==> config.mk <==
export PLATFORM = sky130hd
export DESIGN_NAME = ball_return_tracking_fsm_flat
export DESIGN_NICKNAME = d
export VERILOG_FILES = /design/src/rtl/brt_pkg.sv /design/src/rtl/brt_in_if.sv /design/src/rtl/brt_out_if.sv /design/src/rtl/brt_step.sv /design/src/rtl/ball_return_tracking_fsm.sv /design/src/flat_wrapper.sv
export SDC_FILE = /design/constraint.sdc
export NUM_CORES = 1
export LEC_CHECK = 0
export ABC_AREA = 1
export BUFFER_PORTS_ARGS = -buffer_cell sky130_fd_sc_hd__buf_4
export CORE_AREA = 3 3 141 246
export DETAILED_ROUTE_END_ITERATION = 10
export DIE_AREA = 0 0 144 249
export PLACE_DENSITY_LB_ADDON = 0.25
export SYNTH_ARGS = -nofsm -noshare
export SYNTH_HDL_FRONTEND = slang
export SYNTH_SLANG_ARGS = --single-unit
==> constraint.sdc <==
create_clock -name clk -period 3 [get_ports clk]
set_clock_uncertainty 0.2 [all_clocks]
set_input_delay 0.45 -clock clk [delete_from_list [all_inputs] [get_ports clk]]
set_output_delay 0.45 -clock clk [all_outputs]
set_load 0.1 [all_outputs]
==> src/rtl/brt_pkg.sv <==
// Package: types and constants shared by the ball return tracking block.
package brt_pkg;

  // Configuration port geometry
  localparam int CFG_IDX_W  = 2;
  localparam int CFG_DATA_W = 16;

  // Configuration register indexes
  localparam logic [CFG_IDX_W-1:0] CFG_AUTO_DISPENSE = 2'd0;
  localparam logic [CFG_IDX_W-1:0] CFG_TRANSIT_TMO   = 2'd1;
  localparam logic [CFG_IDX_W-1:0] CFG_FEED_TMO      = 2'd2;

  // Configuration reset values
  localparam logic [15:0] TRANSIT_TMO_RST = 16'd5000;
  localparam logic [15:0] FEED_TMO_RST    = 16'd7000;

  // Item commands
  localparam logic CMD_RUN   = 1'b0;
  localparam logic CMD_CLEAR = 1'b1;

  typedef enum logic [3:0] {
    PH_IDLE    = 4'd0,
    PH_COUNT   = 4'd1,
    PH_RDY_ENT = 4'd2,
    PH_READY   = 4'd3,
    PH_TR_ENT  = 4'd4,
    PH_TRANSIT = 4'd5,
    PH_HOLED   = 4'd6,
    PH_GUTTER  = 4'd7,
    PH_STUCK   = 4'd8
  } phase_t;

  typedef struct packed {
    logic        cmd;
    logic [31:0] now_ms;
    logic        departure_event;
    logic        hole_event;
    logic        gutter_event;
  } in_item_t;

  typedef struct packed {
    logic       hole_return_request;
    logic       player_return_request;
    logic [7:0] hit_count;
    logic [7:0] holed_count;
    logic [3:0] phase_now;
  } out_item_t;

  typedef struct packed {
    logic        auto_dispense;
    logic [15:0] transit_timeout_ms;
    logic [15:0] feed_timeout_ms;
  } cfg_t;

  typedef struct packed {
    phase_t      phase;
    logic [7:0]  hits;
    logic [7:0]  holed;
    logic [31:0] transit_start;
    logic [31:0] feed_start;
    logic        departure_flag;
    logic        hole_flag;
    logic        gutter_flag;
  } state_t;

endpackage

==> src/rtl/brt_in_if.sv <==
// Interface: input item channel with valid/ready handshake.
interface brt_in_if;
  logic               valid;
  logic               ready;
  brt_pkg::in_item_t  item;

  modport source (output valid, output item, input ready);
  modport sink   (input valid, input item, output ready);
endinterface

==> src/rtl/brt_out_if.sv <==
// Interface: result item channel with valid/ready handshake.
interface brt_out_if;
  logic               valid;
  logic               ready;
  brt_pkg::out_item_t item;

  modport source (output valid, output item, input ready);
  modport sink   (input valid, input item, output ready);
endinterface

==> src/rtl/brt_step.sv <==
// Module: one controller step, combinational next state and result.
module brt_step (
  input  brt_pkg::state_t    st,
  input  brt_pkg::cfg_t      cfg,
  input  brt_pkg::in_item_t  item,
  output brt_pkg::state_t    st_next,
  output brt_pkg::out_item_t res
);
  import brt_pkg::*;

  logic        dep;
  logic        hol;
  logic        gut;
  logic [7:0]  holed_inc;
  logic        transit_tmo;
  logic        feed_tmo;

  // Sticky flags after this item's pulses
  assign dep = st.departure_flag | item.departure_event;
  assign hol = st.hole_flag | item.hole_event;
  assign gut = st.gutter_flag | item.gutter_event;

  assign holed_inc = st.holed + 8'd1;

  // Wrapping elapsed time against the timeout registers
  assign transit_tmo = (item.now_ms - st.transit_start) > {16'd0, cfg.transit_timeout_ms};
  assign feed_tmo    = (item.now_ms - st.feed_start) > {16'd0, cfg.feed_timeout_ms};

  // Phase step
  always_comb begin
    st_next = st;
    res     = '0;
    if (item.cmd == CMD_CLEAR) begin
      st_next.hits  = 8'd0;
      st_next.holed = 8'd0;
    end else begin
      st_next.departure_flag = dep;
      st_next.hole_flag      = hol;
      st_next.gutter_flag    = gut;
      unique case (st.phase)
        PH_IDLE: begin
          st_next.phase = cfg.auto_dispense ? PH_RDY_ENT : PH_COUNT;
        end
        PH_COUNT: begin
          if (cfg.auto_dispense) begin
            st_next.phase = PH_RDY_ENT;
          end else begin
            if (dep) begin
              st_next.hits           = st.hits + 8'd1;
              st_next.departure_flag = 1'b0;
            end
            if (hol) begin
              st_next.hole_flag       = 1'b0;
              res.hole_return_request = 1'b1;
              // holes never run ahead of hits
              st_next.holed = (holed_inc > st_next.hits) ? st_next.hits : holed_inc;
            end
          end
        end
        PH_RDY_ENT: begin
          st_next.departure_flag = 1'b0;
          if (cfg.auto_dispense) begin
            res.player_return_request = 1'b1;
            st_next.phase             = PH_READY;
          end else begin
            st_next.phase = PH_COUNT;
          end
        end
        PH_READY: begin
          if (dep) begin
            st_next.hits           = st.hits + 8'd1;
            st_next.departure_flag = 1'b0;
            st_next.transit_start  = item.now_ms;
            st_next.phase          = PH_TR_ENT;
          end
        end
        PH_TR_ENT: begin
          st_next.hole_flag   = 1'b0;
          st_next.gutter_flag = 1'b0;
          st_next.phase       = PH_TRANSIT;
        end
        PH_TRANSIT: begin
          if (hol) begin
            st_next.holed     = holed_inc;
            st_next.hole_flag = 1'b0;
            st_next.phase     = PH_HOLED;
          end else if (gut) begin
            // gutter flag stays set for the wait phase
            st_next.feed_start = item.now_ms;
            st_next.phase      = PH_GUTTER;
          end else if (transit_tmo) begin
            st_next.phase = PH_STUCK;
          end
        end
        PH_HOLED: begin
          res.hole_return_request = 1'b1;
          st_next.feed_start      = item.now_ms;
          st_next.phase           = PH_GUTTER;
        end
        PH_GUTTER: begin
          if (gut) begin
            st_next.gutter_flag = 1'b0;
            st_next.phase       = PH_RDY_ENT;
          end else if (feed_tmo) begin
            st_next.phase = PH_RDY_ENT;
          end
        end
        PH_STUCK: begin
          st_next.phase = PH_RDY_ENT;
        end
        default: begin
          st_next.phase = PH_IDLE;
        end
      endcase
    end
    res.hit_count   = st_next.hits;
    res.holed_count = st_next.holed;
    res.phase_now   = st_next.phase;
  end

endmodule

==> src/rtl/ball_return_tracking_fsm.sv <==
// Throughput: one item per cycle unless the result side stalls; the step
// logic sits between the input register and the result register, and the
// state updates on the same edge.
// Stalls on the result side back up through one input register stage.
// Reset (rst, synchronous): phase idle, counters and flags zero, timeouts
// 5000 and 7000 ms, auto dispense off, both channels empty.
module ball_return_tracking_fsm (
  input  logic                               clk,
  input  logic                               rst,
  input  logic                               cfg_we,
  input  logic [brt_pkg::CFG_IDX_W-1:0]      cfg_index,
  input  logic [brt_pkg::CFG_DATA_W-1:0]     cfg_data,
  brt_in_if.sink                             in_ch,
  brt_out_if.source                          out_ch
);
  import brt_pkg::*;

  cfg_t      cfg;
  state_t    st;
  state_t    st_next;
  in_item_t  in_q;
  logic      in_valid;
  out_item_t res;
  out_item_t out_q;
  logic      out_valid;
  logic      out_free;
  logic      step_fire;

  // Handshake
  assign out_free    = !out_valid || out_ch.ready;
  assign step_fire   = in_valid && out_free;
  assign in_ch.ready = !in_valid || out_free;
  assign out_ch.valid = out_valid;
  assign out_ch.item  = out_q;

  // Configuration registers
  always_ff @(posedge clk) begin
    if (rst) begin
      cfg.auto_dispense      <= 1'b0;
      cfg.transit_timeout_ms <= TRANSIT_TMO_RST;
      cfg.feed_timeout_ms    <= FEED_TMO_RST;
    end else if (cfg_we) begin
      unique case (cfg_index)
        CFG_AUTO_DISPENSE: cfg.auto_dispense      <= cfg_data[0];
        CFG_TRANSIT_TMO:   cfg.transit_timeout_ms <= cfg_data;
        CFG_FEED_TMO:      cfg.feed_timeout_ms    <= cfg_data;
        default: ;
      endcase
    end
  end

  // Step logic
  brt_step u_step (
    .st      (st),
    .cfg     (cfg),
    .item    (in_q),
    .st_next (st_next),
    .res     (res)
  );

  // Controller state and stage valids
  always_ff @(posedge clk) begin
    if (rst) begin
      // all zero: phase idle, counters, starts and flags cleared
      st        <= '0;
      in_valid  <= 1'b0;
      out_valid <= 1'b0;
    end else begin
      if (in_ch.ready) begin
        in_valid <= in_ch.valid;
      end
      if (out_free) begin
        out_valid <= in_valid;
      end
      if (step_fire) begin
        st <= st_next;
      end
    end
  end

  // Payload registers
  always_ff @(posedge clk) begin
    if (in_ch.valid && in_ch.ready) begin
      in_q <= in_ch.item;
    end
    if (step_fire) begin
      out_q <= res;
    end
  end

`ifndef NO_ASSERTIONS
  // A player request only comes out when the ready phase is entered
  a_player_req: assert property (@(posedge clk) disable iff (rst)
    (out_valid && out_q.player_return_request) |-> (out_q.phase_now == PH_READY))
    else $error("player request outside ready entry");

  // A hole request only from counting or from holed into gutter wait
  a_hole_req: assert property (@(posedge clk) disable iff (rst)
    (out_valid && out_q.hole_return_request) |->
      (out_q.phase_now == PH_COUNT || out_q.phase_now == PH_GUTTER))
    else $error("hole request in wrong phase");

  // A clear item leaves both counters at zero
  a_clear: assert property (@(posedge clk) disable iff (rst)
    (step_fire && in_q.cmd == CMD_CLEAR) |=>
      (out_q.hit_count == 8'd0 && out_q.holed_count == 8'd0))
    else $error("clear did not zero counters");

  // The result shows the state that the step left behind
  a_state_match: assert property (@(posedge clk) disable iff (rst)
    step_fire |=> (out_q.phase_now == st.phase && out_q.hit_count == st.hits))
    else $error("result and state disagree");
`endif

endmodule

==> src/flat_wrapper.sv <==
// flat-port wrapper written by rule: the top's interface ports become plain ports
module ball_return_tracking_fsm_flat import brt_pkg::*;
  (clk, rst, cfg_we, cfg_index, cfg_data, in_ch_valid, in_ch_item, in_ch_ready, out_ch_valid, out_ch_item, out_ch_ready);
  brt_in_if in_ch_i ();
  brt_out_if out_ch_i ();
  input  logic clk;
  input  logic rst;
  input  logic cfg_we;
  input  logic [brt_pkg::CFG_IDX_W-1:0] cfg_index;
  input  logic [brt_pkg::CFG_DATA_W-1:0] cfg_data;
  input wire logic [$bits(in_ch_i.valid)-1:0] in_ch_valid;
  input wire logic [$bits(in_ch_i.item)-1:0] in_ch_item;
  output wire logic [$bits(in_ch_i.ready)-1:0] in_ch_ready;
  output wire logic [$bits(out_ch_i.valid)-1:0] out_ch_valid;
  output wire logic [$bits(out_ch_i.item)-1:0] out_ch_item;
  input wire logic [$bits(out_ch_i.ready)-1:0] out_ch_ready;
  assign in_ch_i.valid = in_ch_valid;
  assign in_ch_i.item = in_ch_item;
  assign in_ch_ready = in_ch_i.ready;
  assign out_ch_valid = out_ch_i.valid;
  assign out_ch_item = out_ch_i.item;
  assign out_ch_i.ready = out_ch_ready;
  ball_return_tracking_fsm u_core (.clk(clk), .rst(rst), .cfg_we(cfg_we), .cfg_index(cfg_index), .cfg_data(cfg_data), .in_ch(in_ch_i), .out_ch(out_ch_i));
endmodule
# ---- After elaboration in Yosys (flattened, before gate mapping)
# Index checks and enable logic that the tools add are counted.
dict set report totals {
  register_bits 180
  inputBits 59
  output_inout_bits 24
  wordCells 99
}
dict set report classes {
  addsub 4
  magnitude_cmp 3
  n_eq_ne 12
  muxes 33
  n_bitwise 5
  n_reduce_logical 19
}
# cell n
set op_table {}
lappend op_table {{$gt A32 B16 Y1} 2}
lappend op_table {{$mux W32} 2}
lappend op_table {{$pmux W32 S2} 1}
lappend op_table {{$sub A32 B32 Y32} 2}
lappend op_table {{$mux W8} 7}
lappend op_table {{$pmux W4 S9} 1}
lappend op_table {{$mux W16} 2}
lappend op_table {{$pmux W8 S2} 2}
lappend op_table {{$mux W4} 7}
lappend op_table {{$add A8 B1 Y8 const B} 2}
lappend op_table {{$eq A4 B3 Y1 const B} 4}
lappend op_table {{$mux W12} 1}
lappend op_table {{$eq A4 B2 Y1 const B} 2}
lappend op_table {{$gt A8 B8 Y1} 1}
lappend op_table {{$reduce_and A2 Y1} 4}
lappend op_table {{$reduce_or A2 Y1} 4}
lappend op_table {{$mux W2} 3}
lappend op_table {{$pmux W1 S2} 3}
lappend op_table {{$reduce_and A5 Y1} 1}
lappend op_table {{$eq A4 B1 Y1 const B} 1}
lappend op_table {{$eq A4 B4 Y1 const B} 1}
lappend op_table {{$logic_not A4 Y1} 1}
lappend op_table {{$mux W1} 4}
lappend op_table {{$ne A2 B2 Y1 const B} 2}
lappend op_table {{10 further kinds} 16}

# ---- Depth between registers and ports, before layout
# Gate-level depths: netlist (run 1).
dict set report depth {
  ltp_word 11
  mapped_depth 27
  depth_no_buf 27
}

# ---- Hierarchy
# Synthesis (run 1) repeated with hierarchy kept, for this count alone.
dict set report hier_totals {
  cells_unflattened 2516
  area_unflattened_um2 15324.7
}
# mod instances cells_per_inst area_each_um2 seq_area_each_um2
set by_module_without_submodules {}
lappend by_module_without_submodules {brt_step 1 1684 8287.9 0.0}
lappend by_module_without_submodules {ball_return_tracking_fsm 1 832 7036.7 4184.0}

# ---- Least setup slack after synthesis (run 1)
# No wires, ideal clock.
dict set report synth_timing {
  path_type {reg2reg}
  from {reg u_core.out_valid, in the netlist u_core.out_ch.valid}
  to {reg u_core.in_q[0] in the netlist's numbering, enable pin}
  setup_ns 0.421
  t_arrival_ns 2.714
  required_ns 2.379
  path_slack_ns -0.335
  path_stages_with_launch 4
  n_path_buf 0
  period_less_slack_ns 3.335
  path_cell_list {dfxtp_1 nand3_1 nand2_1 inv_1}
}
dict set report synth_via {
  elab_chain_len 4
}
# element line_no
set synth_rtl {}
lappend synth_rtl {{start: declaration} ball_return_tracking_fsm.sv:25} ;# logic out_valid;
lappend synth_rtl {{start signal: assignment} ball_return_tracking_fsm.sv:73} ;# out_valid <= in_valid;
lappend synth_rtl {{$logic_not A1 Y1} ball_return_tracking_fsm.sv:30} ;# assign out_free = !out_valid || out_ch.ready;
lappend synth_rtl {{$logic_or A1 B1 Y1} ball_return_tracking_fsm.sv:30}
lappend synth_rtl {{$logic_or A1 B1 Y1} ball_return_tracking_fsm.sv:32} ;# assign in_ch.ready = !in_valid || out_free;
lappend synth_rtl {{named net in_ch_ready} flat_wrapper.sv:13} ;# output wire logic [$bits(in_ch_i.ready)-1:0] in_ch_ready;
lappend synth_rtl {{$logic_and A1 B1 Y1} ball_return_tracking_fsm.sv:83} ;# if (in_ch.valid && in_ch.ready) begin
lappend synth_rtl {{end signal: assignment} ball_return_tracking_fsm.sv:84} ;# in_q <= in_ch.item;
lappend synth_rtl {{end: declaration} ball_return_tracking_fsm.sv:21} ;# in_item_t in_q;
# The timed path passes the listed nets, and every way through them passes these cells.
# A chain may end at the register's enable or synchronous reset.

==> results of run 1 <==
-- through the flow --
stage / power (uW) / area, um^2 / instances / TNS [ns]
global route: 7270 / 17900 / 2796 / -10.66
CTS: 6880 / 17600 / 2789 / -4.93
finish: 6940 / 17900 / 2796 / -5.44
global placement: 4450 / 16300 / 2701 / -7.79
detailed placement: 4480 / 16300 / 2701 / -8.63
floorplan: 3760 / 13400 / 2002 / -0.533
-- Yosys cell counts, drive strengths merged (5+ instances only) --
| cell | n | area share |
|---|---|---|
| nand2 | 573 | 0.17 |
| inv | 408 | 0.12 |
| nor2 | 164 | 0.051 |
| a21oi | 163 | 0.063 |
| o21ai | 136 | 0.052 |
| dfxtp | 122 | 0.19 |
| ha | 104 | 0.099 |
| nand3 | 80 | 0.032 |
| edfxtp | 58 | 0.13 |
| xor2 | 38 | 0.025 |
| clkbuf | 35 | 0.010 |
| nand4 | 21 | 0.010 |
| o211ai | 19 | 0.011 |
| nor3 | 13 | 0.0054 |
| nand3b | 10 | 0.0060 |
| o22ai | 6 | 0.0029 |
| and2 | 5 | 0.0024 |
| buf | 5 | 0.0019 |
| o21bai | 5 | 0.0032 |
-- cells by family (layout without fill, tap and decap cells) --
family	count (synthesis)	after routing	share of synthesized area
DFF	180	180	0.319
and+or+nand+nor	874	874	0.276
adders and majority gates	106	106	0.102
AOI/OAI and AO/OA	350	350	0.144
buffers and inverters	450	839	0.129
xor gates and xnor gates	42	42	0.0281
-- metal layers --
metal / up-vias / global-route usage / share of wire
met4: 0 / 0.177 / 0.082
met3: 167 / 0.0261 / 0.034
met1: 6232 / 0.248 / 0.35
met2: 396 / 0.481 / 0.53
li1: 7093 / - / -
met5: - / 0 / 0
-- state kept, by name (all words and copies together), names as in the netlist --
signal / count
u_core.st: 87
u_core.in_q: 36
u_core.out_ch.valid: 1
u_core.cfg: 33
u_core.out_ch.item: 22
u_core.in_valid: 1
-- worst max path at each step --
| stage | cells past startpoint | startpoint | end |
|---|---|---|---|
| finish | 25 | u_core.in_q[8] | u_core.out_ch.item[0] |
| global route | 25 | u_core.in_q[8] | u_core.out_ch.item[0] |
| CTS | 28 | u_core.in_q[3] | u_core.out_ch.item[0] |
| detailed placement | 26 | u_core.in_q[7] | u_core.out_ch.item[0] |
| global placement | 26 | u_core.in_q[7] | u_core.out_ch.item[0] |
| floorplan | 26 | u_core.in_q[13] | u_core.out_ch.item[0] |
-- cells in the final DEF, fill, tap and decap left out, types with 4 or more instances in the layout --
master,synthesis,final
nand2_1,565,539
inv_1,407,397
buf_4,0,351
a21oi_1,162,153
nor2_1,146,131
o21ai_0,135,123
dfxtp_1,122,120
ha_1,104,78
nand3_1,77,65
edfxtp_1,58,58
dlygate4sd3_1,0,35
xor2_1,38,33
nand2_2,8,29
nor2_2,17,26
ha_4,0,24
nand4_1,21,21
o211ai_1,19,19
clkbuf_16,0,18
nand3_2,3,14
inv_2,1,10
a21oi_2,1,10
nand3b_1,9,9
o21ai_1,1,8
nor2_4,1,7
nor3_1,12,7
nand2_4,0,5
and2_1,5,5
o21ai_2,0,5
o22ai_1,6,5
buf_6,0,5
buf_12,0,5
o2111ai_1,4,4
o21bai_1,4,4
a31oi_1,4,4
xnor2_1,4,4
clkinv_4,0,4
inv_8,0,4
-- worst max-delay path: cells and delay by family (launching register included) --
family	cells	cell delay, ns
and+or+nand+nor	18	1.70
adders and majority gates	2	0.56
buffers and inverters	3	0.41
DFF	1	0.40
xor gates and xnor gates	1	0.17
AOI/OAI and AO/OA	1	0.10
-- layout make-up --
class / instances / area [um^2]
clock buffers: 18 / 450
multi-input cells: 1372 / 7930
clock inverters: 14 / 136
fillers: 3122 / 15000
well taps: 405 / 507
repair inverters: 1 / 8.76
inverters: 410 / 1540
flip-flops and latches: 180 / 4190
repair buffers: 396 / 3140
-- power groups by stage --
stage                     clock, uW  combinational (uW)  sequential [uW]
after global placement            0                1730             2720
after global routing           2400                2190             2680
after floorplan                   0                 920             2840
final                          2280                1990             2670
after detailed placement          0                1750             2720
after CTS                      2310                1900             2670
-- timing repair --
item | in CTS | in global routing
cloned | 1 | 0
setup buffers | 20 | 7
endpoints found under the setup margin | 22 | 22
endpoints found under the hold margin | 35 | 0
pin swaps | 30 | 42
hold buffers | 35 | 0
resized for setup | 66 | 47
==> metrics, run 1 <==
status finished, violations left; failing checks setup timing; Hold EP u_core.in_q[11]; Syn. warnings 0; Worst Hold Depth 1; Syn Inst Count 2,002; mean routed wirelength per cell 16.2 um; CTS Buf Count 17; Mapped Nets 2,167; pre-CTS setup slack -0.830 ns; Worst path most repeated cell nand2_1; CP max FO 4; Startpoint Class register; root buf cell clkbuf_16; final worst path period share 1.23; clock-pin slew on the worst setup and hold paths 0.08 ns; vias in the first global route 14.0k; Cell Int Power 4590 uW; Clock Path Buffers 2; RSZ-0062 raised after global routing yes; FF-to-FF Start u_core.in_q[8]; Final WS setup -0.696 ns; worst hold slack 0.0154 ns; die area 35,900 um^2; Worst setup EP type register; ys flop type dfxtp_1; clk sink count 180; Post-Synthesis Cell Area 13,100 um^2; DR vias/cell 4.97; Worst EP arrival 3.79 ns; PwrDens 387 nW/um^2; I/O pins 83; Psw 2350 uW; post-synth cell types 49; Die X 144 um; Seq/Total Area, Yosys 0.319; die height 249 um; Avg Cell Area, Syn 6.54 um^2; Worst Tran Pin Value 0.791 ns; Synth-to-Final Area Change 36.7%; Antenna Nets Post-Route 0; WP data required 3.09 ns; R2R setup slack -0.70 ns; sw frac 0.339; Vias 13.9k; CP Class register to register; drt first-iter violations 654; largest stage delay on the critical path 0.40 ns; asr flop ratio synth 0; Max H-tree Level 4; Seq pwr share 0.385; 1st-pass router iterations 5; largest net degree at the start of global routing 60; Seq cells post-synth 180; Nets 2,543; hpwl dp 36,700 um; Highest Clock Rate 271 MHz; residual DRC count 0; Hold Path Class primary input to register; Core ar. 32,900 um^2; first-pass GRT wire length 70,700 um; final core occ 0.544; Starting Density 0.398; cell count of the worst reg-to-reg path 25; All-Layer GR Usage 0.254; Final Hold Vio Count 0; min-delay src in_ch_item[11]; total of max-cap violations 0; reg2reg end u_core.out_ch.item[0]; min cycle time layout 3.70 ns; total wire length 45,400 um; VDD IR max 400 uV; clock share of power 0.329; antenna fix cells 0; Leak 0.00893 uW; slowest cell on the critical path edfxtp_1; slew margin rel. 0.472; final slew viol count 0; initial antenna violation count 0; layout cells sized above 1 0.230; gr ovfl total 0; Clock Latency Late Sink 0.46 ns; combinational share of power 0.287; routability cong. 0.961; FP Rows 88; CTS tree yes; count of final setup violators 21; port buffer count 82; Post-synth EDFFs 58
(Power assumes the default switching activity.)
==> inputs of run 2 (changes only) <==
HOLD_SLACK_MARGIN = 0.03   (was not set)
==> metrics, run 2 (synthesis gave the netlist of run 1 again) <==
status finished, violations left; failing checks setup timing; Final WS setup -0.706 ns; slew margin rel. 0.479; root buf cell clkbuf_16; placed inst area 16,300 um^2; VDD IR max 399 uV; Clock Latency Late Sink 0.46 ns; combinational share of power 0.287; most frequent cells in the layout nand2_1 (539), inv_1 (397), buf_4 (351); largest reg by FF count u_core.st; final slew viol count 0; FP Rows 88; CP max FO 4; DR vias/cell 4.97; residual DRC count 0; leading cell type in the layout, fill and taps excluded nand2_1; Worst EP arrival 3.80 ns; WP data required 3.09 ns; routability cong. 0.961; Clock Path Buffers 2; Worst Tran Pin Value 0.780 ns; clock-pin slew on the worst setup and hold paths 0.08 ns; I/O pins 83; PnR Total Power 6940 uW; pre-CTS setup slack -0.830 ns; total wire length 45,300 um; largest registers u_core.st: 87 flops, u_core.in_q: 36 flops, u_core.cfg: 33 flops; clock share of power 0.328; Hold Path Class primary input to register; Antenna Nets Post-Route 0; Cell Int Power 4590 uW; Startpoint Class register; hpwl dp 36,700 um; sw frac 0.338; Finished Cell Area 17,900 um^2; CP Class register to register; die area 35,900 um^2; clk sink count 180; Worst setup EP type register; Starting Density 0.398; Final Hold Vio Count 0; drt first-iter violations 678; Leak 0.00895 uW; setup_tns -5.50 ns; final core occ 0.545; All-Layer GR Usage 0.254; Die X 144 um; 1st-pass router iterations 5; Highest Clock Rate 270 MHz; Vias 13.9k; total of max-cap violations 0; Core ar. 32,900 um^2; count of final setup violators 21; final worst path period share 1.24; antenna fix cells 0; Max H-tree Level 4; gr ovfl total 0; min cycle time layout 3.71 ns; initial antenna violation count 0; vias in the first global route 14.0k; die height 249 um; max reg flops 87; PwrDens 387 nW/um^2; Filler cells 3,121; Synth-to-Final Area Change 37.0%; Seq pwr share 0.385; Psw 2350 uW; CTS tree yes; CTS Buf Count 17; mean routed wirelength per cell 16.2 um; port buffer count 82; first-pass GRT wire length 70,800 um; layout cells sized above 1 0.229; Nets 2,546; largest net degree at the start of global routing 60; RSZ-0062 raised after global routing yes
==> run 2: cell type report <==
type	instances	area, um^2	area share
multi-input cells	1372	7930	0.442
flip-flops and latches	180	4190	0.234
repair buffers	399	3170	0.177
inverters	410	1540	0.0861
well taps	405	507	0.0282
clock buffers	18	450	0.0251
clock inverters	14	136	0.00760
repair inverters	1	8.76	0.000488
==> run 2: final timing paths <==
path,from,endpoint,slack (ns),depth (start not counted)
worst max-delay path,u_core.in_q[8],u_core.out_ch.item[0],-0.71,25
worst min-delay path,cfg_data[0],u_core.cfg[0],0.06,3
worst min register to register,u_core.st[53],u_core.st[53],0.26,2
worst max register to register,u_core.in_q[8],u_core.out_ch.item[0],-0.71,25
==> run 2: what timing repair did <==
item / in CTS / in global routing
hold endpoints to repair: 38 / 0
cloned: 1 / 0
hold buffers: 38 / 0
setup endpoints to repair: 22 / 22
gates resized for setup: 66 / 47
setup buffers: 20 / 7
pin swaps: 30 / 42
==> run 2: stage by stage <==
step	cells	hold WS [ns]
5_1_grt	2799	0.0629
3_3_place_gp	2701	0.241
6_report	2799	0.0575
2_1_floorplan	2002	0.233
3_5_place_dp	2701	0.249
4_1_cts	2792	0.0459
==> run 2: per-layer routing <==
layer / global-route usage / routed length (um)
met5: 0 / 0
met4: 0.180 / 3680
met3: 0.0263 / 1520
met2: 0.481 / 24200
met1: 0.248 / 15900
==> run 2: critical path, cell delays in order, from the launching register on <==
cell and delay, ns:
edfxtp_1 0.40, buf_4 0.19, ha_4 0.26, nand2_1 0.06, nand2_1 0.11, inv_1 0.11, buf_4 0.11, nand2_1 0.04
nand2_1 0.06, nand3b_1 0.12, xor2_1 0.17, ha_1 0.30, nand4_1 0.17, nor3_4 0.18, nand3_1 0.09, nand2_1 0.10
nand3_1 0.07, nor2_1 0.09, nand3_1 0.11, nor2_4 0.15, nand3_2 0.08, nand2_1 0.06, nand2_1 0.06, nand2_2 0.10
nand2_1 0.05, o21ai_1 0.10
==> run 2: power groups by stage <==
stage	logic, uW	clock network (uW)	registers (uW)
after global routing	2190	2400	2680
final	1990	2270	2670
after global placement	1730	0	2720
after CTS	1900	2310	2670
after detailed placement	1750	0	2720
after floorplan	920	0	2840
